## config.mk

```make
export PLATFORM = sky130hd
export DESIGN_NAME = dad_front_flat
export DESIGN_NICKNAME = d
export VERILOG_FILES = /design/src/design/dad_pkg.sv /design/src/design/dad_if.sv /design/src/design/dad_front.sv /design/src/flat_wrapper.sv
export SDC_FILE = /design/constraint.sdc
export NUM_CORES = 1
export LEC_CHECK = 0
export ABC_AREA = 0
export BUFFER_PORTS_ARGS = -buffer_cell sky130_fd_sc_hd__buf_4
export CORE_AREA = 8 8 238 240
export CTS_BUF_LIST = sky130_fd_sc_hd__clkbuf_8
export DETAILED_ROUTE_END_ITERATION = 16
export DIE_AREA = 0 0 246 248
export GPL_TIMING_DRIVEN = 0
export PLACE_DENSITY = 0.67
export SYNTH_ARGS = -nofsm -noshare
export SYNTH_HDL_FRONTEND = slang
export SYNTH_SLANG_ARGS = --single-unit
```

## constraint.sdc

```tcl
create_clock -name clk -period 33.8 [get_ports clk]
set_input_delay 5.07 -clock clk [delete_from_list [all_inputs] [get_ports clk]]
set_output_delay 5.07 -clock clk [all_outputs]
set_load 0.03 [all_outputs]
```

## src/design/dad_pkg.sv

```systemverilog
// shared types and constants for the duplicate address detection table
// no dependencies
package dad_pkg;

    localparam int TABLE_DEPTH_DEF = 16;
    localparam int TIME_BITS_DEF   = 48;
    localparam int QUEUE_DEPTH     = 2;
    localparam int PROBE_CAP       = 16;

    localparam logic [31:0] RETRANS_RESET    = 32'd1000;
    localparam logic [15:0] PORT_LIMIT_RESET = 16'd64;
    localparam logic [4:0]  MAX_PROBES_RESET = 5'd16;

    localparam logic [1:0] CFG_RETRANS    = 2'd0;
    localparam logic [1:0] CFG_PORT_LIMIT = 2'd1;
    localparam logic [1:0] CFG_MAX_PROBES = 2'd2;

    localparam logic [1:0] PH_NONE = 2'd0;
    localparam logic [1:0] PH_TENT = 2'd1;
    localparam logic [1:0] PH_PREF = 2'd2;
    localparam logic [1:0] PH_DUP  = 2'd3;

    typedef enum logic [2:0] {
        OP_ADD      = 3'd0,
        OP_REMOVE   = 3'd1,
        OP_REM_IF   = 3'd2,
        OP_REM_PORT = 3'd3,
        OP_CONFLICT = 3'd4,
        OP_QUERY    = 3'd5,
        OP_POLL     = 3'd6,
        OP_BAD      = 3'd7
    } op_t;

    typedef struct packed {
        op_t         op;
        logic        reject;
        logic [63:0] ifc;
        logic [15:0] port;
        logic [63:0] addr_hi;
        logic [63:0] addr_lo;
        logic [7:0]  lim;
        logic [31:0] delay;
        logic [47:0] now;
    } qitem_t;

    typedef struct packed {
        logic        kind;
        logic        ok;
        logic [1:0]  dad_state;
        logic [7:0]  probes_done;
        logic [63:0] ifc;
        logic [15:0] port;
        logic [63:0] addr_hi;
        logic [63:0] addr_lo;
        logic [4:0]  probe_count;
        logic [47:0] earliest;
        logic        dl_valid;
        logic        last;
    } rsp_t;

endpackage

```

## src/design/dad_if.sv

```systemverilog
// channel interfaces for requests, results and register writes
// no dependencies
interface dad_req_if;
    logic        valid;
    logic        ready;
    logic [2:0]  req_type;
    logic [63:0] ifc_id;
    logic [15:0] port_number;
    logic [63:0] address_high;
    logic [63:0] address_low;
    logic [7:0]  probe_limit;
    logic [31:0] start_delay;
    logic [47:0] now_time;
    modport source (output valid, req_type, ifc_id, port_number, address_high,
                    address_low, probe_limit, start_delay, now_time, input ready);
    modport sink (input valid, req_type, ifc_id, port_number, address_high,
                  address_low, probe_limit, start_delay, now_time, output ready);
endinterface


```

## src/design/dad_front.sv

```systemverilog
// request intake: decodes and screens each word, then queues it for the table engine
// depends on dad_pkg and dad_if
module dad_front
    import dad_pkg::*;
(
    input  logic         clk,
    input  logic         rst_n,
    dad_req_if.sink      req,
    input  logic [15:0]  port_limit,
    output logic         q_valid,
    output qitem_t       q_item,
    input  logic         q_pop
);

    localparam int PW = (QUEUE_DEPTH > 1) ? $clog2(QUEUE_DEPTH) : 1;
    localparam int CW = $clog2(QUEUE_DEPTH + 1);

    qitem_t          mem_reg [QUEUE_DEPTH];
    logic [PW-1:0]   wr_ptr_reg, wr_ptr_next;
    logic [PW-1:0]   rd_ptr_reg, rd_ptr_next;
    logic [CW-1:0]   count_reg, count_next;
    qitem_t          item;
    logic            push;

    always_comb
    begin
        item.op      = op_t'(req.req_type);
        item.ifc     = req.ifc_id;
        item.port    = req.port_number;
        item.addr_hi = req.address_high;
        item.addr_lo = req.address_low;
        item.lim     = req.probe_limit;
        item.delay   = req.start_delay;
        item.now     = req.now_time;
        item.reject  = (req.ifc_id == 64'd0) || (req.port_number >= port_limit)
                    || ((req.address_high == 64'd0) && (req.address_low == 64'd0))
                    || (req.address_high[63:56] == 8'hFF);
    end

    assign req.ready = (count_reg != CW'(QUEUE_DEPTH));
    assign push      = req.valid && req.ready;
    assign q_valid   = (count_reg != '0);
    assign q_item    = mem_reg[rd_ptr_reg];

    always_comb
    begin
        wr_ptr_next = wr_ptr_reg;
        rd_ptr_next = rd_ptr_reg;
        count_next  = count_reg;
        if (push)
        begin
            wr_ptr_next = (wr_ptr_reg == PW'(QUEUE_DEPTH - 1)) ? '0 : wr_ptr_reg + 1'b1;
        end
        if (q_pop)
        begin
            rd_ptr_next = (rd_ptr_reg == PW'(QUEUE_DEPTH - 1)) ? '0 : rd_ptr_reg + 1'b1;
        end
        if (push && !q_pop)
        begin
            count_next = count_reg + 1'b1;
        end
        else if (!push && q_pop)
        begin
            count_next = count_reg - 1'b1;
        end
    end

    always_ff @(posedge clk or negedge rst_n)
    begin
        if (!rst_n)
        begin
            wr_ptr_reg <= '0;
            rd_ptr_reg <= '0;
            count_reg  <= '0;
        end
        else
        begin
            wr_ptr_reg <= wr_ptr_next;
            rd_ptr_reg <= rd_ptr_next;
            count_reg  <= count_next;
        end
    end

    always_ff @(posedge clk)
    begin
        if (push)
        begin
            mem_reg[wr_ptr_reg] <= item;
        end
    end

endmodule

```

## src/flat_wrapper.sv

```systemverilog
// flat-port wrapper written by rule: the top's interface ports become plain ports
module dad_front_flat import dad_pkg::*;
  (clk, rst_n, port_limit, q_valid, q_item, q_pop, req_valid, req_req_type, req_ifc_id, req_port_number, req_address_high, req_address_low, req_probe_limit, req_start_delay, req_now_time, req_ready);
  dad_req_if req_i ();
  input  logic clk;
  input  logic rst_n;
  input  logic [15:0] port_limit;
  output logic q_valid;
  output qitem_t q_item;
  input  logic q_pop;
  input wire logic [$bits(req_i.valid)-1:0] req_valid;
  input wire logic [$bits(req_i.req_type)-1:0] req_req_type;
  input wire logic [$bits(req_i.ifc_id)-1:0] req_ifc_id;
  input wire logic [$bits(req_i.port_number)-1:0] req_port_number;
  input wire logic [$bits(req_i.address_high)-1:0] req_address_high;
  input wire logic [$bits(req_i.address_low)-1:0] req_address_low;
  input wire logic [$bits(req_i.probe_limit)-1:0] req_probe_limit;
  input wire logic [$bits(req_i.start_delay)-1:0] req_start_delay;
  input wire logic [$bits(req_i.now_time)-1:0] req_now_time;
  output wire logic [$bits(req_i.ready)-1:0] req_ready;
  assign req_i.valid = req_valid;
  assign req_i.req_type = req_req_type;
  assign req_i.ifc_id = req_ifc_id;
  assign req_i.port_number = req_port_number;
  assign req_i.address_high = req_address_high;
  assign req_i.address_low = req_address_low;
  assign req_i.probe_limit = req_probe_limit;
  assign req_i.start_delay = req_start_delay;
  assign req_i.now_time = req_now_time;
  assign req_ready = req_i.ready;
  dad_front u_core (.clk(clk), .rst_n(rst_n), .req(req_i), .port_limit(port_limit), .q_valid(q_valid), .q_item(q_item), .q_pop(q_pop));
endmodule
```

==> impl_metrics.ini, run 1 <==
[layout]
fill_cells = 4132
largest_reg_flops = 600
utilization_pct = 57.13
layout-drive-gt1-share_pct = 58.23
areaGrowthSynthToFinish_pct = 34.36
nNetsFinal = 2143
final_area_um2 = 30320
stdcell_count = 2585

[run]
cap_viol_max_count = 0

[grt]
grt_pass1_vias = 13770
grt.busiest_layer = met2
met2_usage_pct = 33.31
use_met1_pct = 20.40
grtUsageTotal_pct = 19.15
use_met3_pct = 8.543
grt_pass1_wl_um = 86800
grt_antenna_before_repair = 7
grt.overflow.total = 0
grt_max_degree = 60

[floorplan]
die_x_um = 246
io_pins = 621
num_rows = 85
initial_core_util_pct = 42.52
dieArea_um2 = 61010
core_um2 = 53070
fp.dieH_um = 248

[routing]
drt-total-wl_um = 61650
routed-via-count = 12750
drtIter0Drc = 587
final_antenna_net_count = 0
routed_via_density = 4.930
drt_pass1_iterations = 5
wl_per_cell_um = 23.85
drcViolationCount = 0

[clock_tree]
ctsLongestPathBuffers = 3
htree_levels = 3
cts_tree = built
cts_setup_buffers = 0
hold_buffers = 0
insertion_delay_ns = 0.68
clk_pin_slew_ns = 0.05
clockRootBuffer = clkbuf_8
cts_sinks = 604
numCtsBuffers = 97
cts.repair.resized = 0

[worst_setup_path]
worstPathArrival_ns = 2.37
crit_buf_inv = 3
end_kind = output pin
slowest_stage = dfrtp_1
required_ns = 28.73
cp_top_family = buffers and inverters
cpMostUsedCell = buf_2
crit_fanout = 10
path_cells = buf_2 > buf_2 > mux2_2 > buf_4
start_kind = flop
critPathKind = reg2out
max_stage_delay_ns = 0.41
rrSetupSlack_ns = 31.09

[place]
place_area_um2 = 28470
portBuffers = 620
dp_slack_ns = 26.15
post-place-cells = 2404
gp_congestion = 0.8114
hpwl_um = 46190

[yosys]
ys_seq_area_share_pct = 80.29
synth_top_area_share_pct = 79.85
avgSynthCellArea_um2 = 21.05
ys_top_cells_by_area = edfxtp_1, mux2_2, nor4_1
synth_cell_type_count = 23
yosysWarningCount = 0
syn_inst = 1072
synth_largest_area_cell = edfxtp_1
netlist_area_um2 = 22560
syn-num-nets = 1408
ys_ff_latch = 604

[timing]
period_needed_ns = 7.436
fmax_ghz = 0.1345
post-route-period-util_pct = 22.00
worstMarginPinSlew_ns = 0.8004
relSlewSlack_pct = 46.51
slew_viol_final = 0
tns_ns = 0
final_hold_viol_count = 0
final.setup_skew_ns = 0.03287
setup_viol = 0
setup_slack_ns = 26.36
rsz0062_at_grt = no

[power_and_ir_drop]
peakVddDrop_v = 0.00004641
p_per_area_nw_per_um2 = 91.94
power_leakage_nw = 11.45

[min_path]
hp-class = reg2reg

[outcome]
status = finished clean
where the power goes:
group,internal [W],leakage [nW],switching (W)
logic,0.000436,4.79,0.000704
registers,0.00102,5.62,0.0000336
clock network,0.000308,1.05,0.000285
total,0.00177,11.5,0.00102
area by class of cell:
class | instances | area [µm²] | share of cell area [%]
Antenna cell | 5 | 12.51 | 0.04127
Buffer | 33 | 165.2 | 0.5448
Clock buffer | 100 | 1376 | 4.540
Clock inverter | 76 | 460.4 | 1.519
Inverter | 18 | 67.56 | 0.2229
Multi-Input combinational cell | 417 | 4227 | 13.94
Sequential cell | 604 | 18120 | 59.76
Tap cell | 696 | 870.8 | 2.872
Timing Repair Buffer | 636 | 5020 | 16.56
worst reg2reg max path, stage by stage (launching register included):
cell      delay, ns
dfrtp_1        0.40
nand2b_1       0.17
nand2_1        0.14
nor2_4         0.64
buf_12         0.29
buf_12         0.24
buf_12         0.23
buf_12         0.26
per-stage QoR:
step / total power (W) / hold slack (ns)
floorplan: 0.001829 / 0.4566
global placement: 0.002311 / 0.4740
detailed placement: 0.002225 / 0.5017
CTS: 0.002827 / 0.5128
global route: 0.002904 / 0.5442
finish: 0.002787 / 0.5043
cells in the mapped netlist:
| master | number |
|---|---|
| nor4_1 | 51 |
| edfxtp_1 | 600 |
| a21o_1 | 4 |
| xor2_1 | 3 |
| nand3_1 | 1 |
| and3_1 | 1 |
| nand2b_1 | 2 |
| nand4_1 | 17 |
| buf_2 | 33 |
| a21oi_1 | 5 |
| a211oi_1 | 2 |
| mux2_2 | 300 |
| ha_1 | 17 |
| dfrtp_1 | 4 |
| nor2_1 | 4 |
| a211o_1 | 1 |
| o21ai_0 | 2 |
| xnor2_1 | 2 |
| o211ai_1 | 1 |
| inv_1 | 18 |
| nand2_1 | 2 |
| or2_2 | 1 |
| nor3_1 | 1 |
per-layer routing:
metal	part of all wire, %	vias to the layer above
met5	0.044	-
met4	2.4	4
met3	11	91
met2	52	514
met1	35	6313
li1	-	5823
cell families (layout without fill, tap and decap cells):
family	count (synthesis)	in the layout	share of synthesized area (%)
DFF	604	604	80.29
and+or+nand+nor	80	80	2.140
buffers and inverters	51	863	1.031
other	0	5	0
muxes	300	300	14.97
adders and majority gates	17	17	0.9426
xor gates and xnor gates	5	5	0.1941
AOI/OAI and AO/OA	15	15	0.4270
layout by cell type (no fill, tap or decap), types with 12 or more instances in the layout:
cell type  count
buf_4        620
buf_2         33
clkinv_1      21
clkinv_2      12
nor4_1        51
clkbuf_8     100
edfxtp_1     600
nand4_1       17
ha_1          17
inv_1         48
mux2_2       300
final timing paths:
path | from | depth (start not counted) | end
setup / recovery | u_core.rd_ptr_reg | 4 | q_item[58]
setup reg to reg | u_core.count_reg[0] | 7 | u_core.mem_reg[0][172]
min in group asynchronous | rst_n | 1 | u_core.count_reg[0]
hold reg to reg | u_core.count_reg[1] | 1 | u_core.count_reg[1]
hold / removal | u_core.count_reg[1] | 1 | u_core.count_reg[1]
max in group asynchronous | rst_n | 1 | u_core.count_reg[1]
No activity file was read; power rests on OpenSTA's default activity.
==> run 2, diff against run 1 <==
- CORE_AREA: 8 8 238 240 -> 8 8 233 235
- DIE_AREA: 0 0 246 248 -> 0 0 241 243
- PLACE_DENSITY: 0.67 -> 0.7
- clock period: 33.8 -> 6.9 ns (I/O delays scaled with it)
==> run 2 against run 1 <==
Compared with the run above:
- clock skew fell by 0.016 ns
- global-route usage up 1.1 points
- routed wire length grew 0.49%
- core utilization grew 2.4 points
- flip-flop and latch count is the same
- count of clock-buffer cells in the layout shrank 4
- combinational power rose to 4.9 times the previous value
- largest cell class unchanged
==> impl_metrics.ini, run 2 (synthesized netlist as in run 1, its figures left out) <==
[outcome]
status = finished clean

[routing]
drtIter0Drc = 575
routed_via_density = 5.015
final_antenna_net_count = 0
wl_per_cell_um = 24.12
drcViolationCount = 0
drt_pass1_iterations = 5
drt-total-wl_um = 61950
routed-via-count = 12880

[clock_tree]
clockRootBuffer = clkbuf_8
cts_setup_buffers = 0
numCtsBuffers = 96
cts.repair.resized = 0
htree_levels = 3
clk_pin_slew_ns = 0.06
cts_sinks = 604
ctsLongestPathBuffers = 3
cts_tree = built
insertion_delay_ns = 0.67
hold_buffers = 0

[grt]
grt_pass1_vias = 14070
grt_pass1_wl_um = 87920
grt_max_degree = 61
grtUsageTotal_pct = 20.28
grt.overflow.total = 0
grt_antenna_before_repair = 5

[place]
hpwl_um = 46690
post-place-cells = 2387
portBuffers = 620
gp_congestion = 0.8949
dp_slack_ns = 3.396

[layout]
stdcell_count = 2568
nNetsFinal = 2141
ff_latch_area_um2 = 18120
layout-drive-gt1-share_pct = 57.85
final_common_cell = buf_4
multiInputGateArea_um2 = 4227
layout_common_cells = buf_4, edfxtp_1, mux2_2
largest_reg_flops = 600
fill_cells = 3864
utilization_pct = 59.54
areaGrowthSynthToFinish_pct = 33.72

[timing]
final_hold_viol_count = 0
period_needed_ns = 3.440
relSlewSlack_pct = 37.48
slew_viol_final = 0
setup_slack_ns = 3.460
post-route-period-util_pct = 49.86
worstMarginPinSlew_ns = 0.9356
setup_viol = 0
final.setup_skew_ns = 0.01712
rsz0062_at_grt = no
tns_ns = 0
fmax_ghz = 0.2907

[floorplan]
io_pins = 621
initial_core_util_pct = 44.52
fp.dieH_um = 243
core_um2 = 50680
dieArea_um2 = 58560
num_rows = 83
die_x_um = 241

[worst_setup_path]
worstReg2RegEnd = u_core.mem_reg[0][36]
critPathKind = reg2out
reg2reg_from = u_core.count_reg[0]
start_kind = flop
crit_path_end = q_item[36]
required_ns = 5.86
end_kind = output pin
rrSetupSlack_ns = 3.98
worstRegToRegCells = 7
startpoint = u_core.rd_ptr_reg
worstPathArrival_ns = 2.41
crit_fanout = 10

[power_and_ir_drop]
power_leakage_nw = 11.39
peakVddDrop_v = 0.0002436
p_per_area_nw_per_um2 = 448.1

[min_path]
hp-class = in2async

[run]
cap_viol_max_count = 0
run 2: worst min path at each step:
stage                                    from                   to  slack (ns)  cells past startpoint
after floorplan           u_core.count_reg[1]  u_core.count_reg[1]        0.46                      1
after global placement    u_core.count_reg[1]  u_core.count_reg[1]        0.48                      1
after detailed placement  u_core.count_reg[1]  u_core.count_reg[1]        0.49                      1
after CTS                               rst_n  u_core.count_reg[1]        0.05                      1
after global routing                    rst_n  u_core.count_reg[1]         0.1                      1
final                                   rst_n  u_core.count_reg[0]        0.15                      1
run 2: area by class of cell:
class,count,share of cell area [%]
clock buffers,96,4.379
flip-flops and latches,604,60.05
clock inverters,83,1.389
repair buffers,635,16.57
multi-input cells,417,14.01
plain buffers,33,0.5474
diodes,2,0.01659
well taps,680,2.820
inverters,18,0.2239
run 2: metal layers:
layer / vias to the layer above / routed length, µm / global-route usage, %
met2: 519 / 31460 / 35.03
met1: 6429 / 22230 / 21.86
met4: 2 / 1912 / 8.319
met5: - / 13 / 0
li1: 5823 / - / -
met3: 106 / 6342 / 8.136
run 2: metrics by stage:
step / cell area (µm²) / hold slack [ns] / power [W]
2_1_floorplan: 22570 / 0.4566 / 0.008709
3_3_place_gp: 28080 / 0.4754 / 0.01092
3_5_place_dp: 28430 / 0.4890 / 0.01090
4_1_cts: 30170 / 0.05421 / 0.01369
5_1_grt: 30170 / 0.09632 / 0.01406
6_report: 30170 / 0.1473 / 0.01352
run 2: where the power goes:
group | switching [W] | internal, W | total, W
sequential | 0.000167 | 0.00500 | 0.00517
combinational | 0.00346 | 0.00213 | 0.00559
clock | 0.00138 | 0.00138 | 0.00276
total | 0.00501 | 0.00852 | 0.0135
run 2: worst max-delay path: stages (launching register included):
cell and delay (ns):
dfrtp_1 0.41, buf_2 0.34, buf_2 0.37, mux2_2 0.42
buf_4 0.18
==> run 3, diff against run 2 <==
- clock period: 6.9 -> 3.2 ns (I/O delays scaled with it)
==> run 3 against run 2 <==
Compared with the run above:
- clock skew up 0.0070 ns
- sequential power increased by 120%
- via count rose by 10%
- final area grew 9.6%
- combinational power increased by 120%
- hold slack lost 0.021 ns
- register-to-register slack worse by 3.5 ns
- largest power group unchanged
==> impl_metrics.ini, run 3 (synthesized netlist as in run 1, its figures left out) <==
[layout]
nNetsFinal = 2440
areaGrowthSynthToFinish_pct = 46.52
final_common_cell = buf_4
layout-drive-gt1-share_pct = 49.68
layout_common_cells = buf_4, edfxtp_1, dlygate4sd3_1
utilization_pct = 65.24
fill_cells = 3368
largest_reg_flops = 600

[timing]
rsz0062_at_grt = no
relSlewSlack_pct = 30.20
worstMarginPinSlew_ns = 1.037
final_hold_viol_count = 0
slew_viol_final = 0
setup_slack_ns = 0.1876
period_needed_ns = 3.012
fmax_ghz = 0.3320
final.setup_skew_ns = 0.02415
post-route-period-util_pct = 94.14
holdWs_ns = 0.1263
setup_viol = 0

[power_and_ir_drop]
power_w = 0.02939
p_per_area_nw_per_um2 = 889.0
power_leakage_nw = 12.61
peakVddDrop_v = 0.0005869

[routing]
wl_per_cell_um = 23.47
drtIter0Drc = 745
drt-total-wl_um = 67070
drt_pass1_iterations = 4
final_antenna_net_count = 0
routed-via-count = 14170
routed_via_density = 4.960
drcViolationCount = 0

[floorplan]
die_x_um = 241
io_pins = 621
num_rows = 83
core_um2 = 50680
dieArea_um2 = 58560
fp.dieH_um = 243
initial_core_util_pct = 44.52

[clock_tree]
hold_buffers = 301
cts_sinks = 604
ctsLongestPathBuffers = 3
cts_tree = built
insertion_delay_ns = 0.68
cts.repair.resized = 0
numCtsBuffers = 95
clk_pin_slew_ns = 0.06
cts_setup_buffers = 0
htree_levels = 3
clockRootBuffer = clkbuf_8

[grt]
grt_max_degree = 65
grt.overflow.total = 0
grtUsageTotal_pct = 22.20
grt_pass1_wl_um = 97480
grt_pass1_vias = 15800
grt_antenna_before_repair = 7

[worst_setup_path]
worstPathArrival_ns = 3.50
end_kind = flop
start_kind = primary input
required_ns = 3.68
critPathKind = in2reg
crit_fanout = 3

[place]
dp_slack_ns = 0.03919
hpwl_um = 46060
gp_congestion = 0.8137
portBuffers = 620

[run]
cap_viol_max_count = 0

[min_path]
hp-class = in2reg

[outcome]
status = finished clean
[run 3: cell count changes in the layout (fill, tap and decap cells not counted), moves of 2 or more]
cell           change
inv_1             +12
buf_16             -2
dlygate4sd3_1    +301
inv_8              +2
clkinv_2          -12
bufinv_16          -2
inv_6              -2
diode_2            +5
clkinv_1          -14
[run 3: worst paths after layout]
path                                startpoint                      to  slack [ns]  depth (start not counted)
min                                  req_valid       u_core.wr_ptr_reg        0.13                          3
min reg2reg                u_core.count_reg[0]     u_core.count_reg[0]        0.54                          1
min in group asynchronous                rst_n       u_core.rd_ptr_reg        0.20                          2
max reg2reg                u_core.count_reg[0]  u_core.mem_reg[0][122]        0.51                          8
max                        req_address_low[23]  u_core.mem_reg[0][296]        0.19                          7
max in group asynchronous                rst_n       u_core.wr_ptr_reg        2.89                          2
[run 3: report_power, final]
group | switching (W) | internal (W) | total (W)
registers | 0.000395 | 0.0108 | 0.0112
clock network | 0.00292 | 0.00280 | 0.00572
logic | 0.00766 | 0.00482 | 0.0125
total | 0.0110 | 0.0184 | 0.0294
[run 3: final cells by class]
class | count | area (µm²) | share of cell area, %
sequential | 604 | 18120 | 54.80
timing repair buffer | 935 | 7978 | 24.13
tap | 680 | 850.8 | 2.574
inverter | 18 | 67.56 | 0.2044
multi-input combinational | 417 | 4242 | 12.83
buffer | 33 | 165.2 | 0.4996
antenna | 7 | 17.52 | 0.05298
clock inverter | 66 | 287.8 | 0.8705
clock buffer | 97 | 1335 | 4.038
[run 3: worst max-delay path, cell delays in order]
cell	delay (ns)
dlygate4sd3_1	0.56
buf_4	0.15
nor4_1	0.76
nand4_1	0.23
nor4_1	0.90
a211oi_1	0.21
o211ai_1	0.20
[run 3: routing by layer]
layer	GRT usage (%)	vias to the layer above	routed length [µm]
met1	23.95	7038	23560
met3	7.853	129	6181
li1	-	6415	-
met4	10.29	2	2549
met2	38.54	588	34760
met5	0	-	14
[run 3: through the flow]
stage	TNS [ns]	cell area, µm²	std cells
6_report	0	33060	2857
5_1_grt	0	33060	2856
4_1_cts	0	33040	2850
3_5_place_dp	0	28410	2386
3_3_place_gp	-2472.59	28090	2372
2_1_floorplan	-1153.76	22590	1072
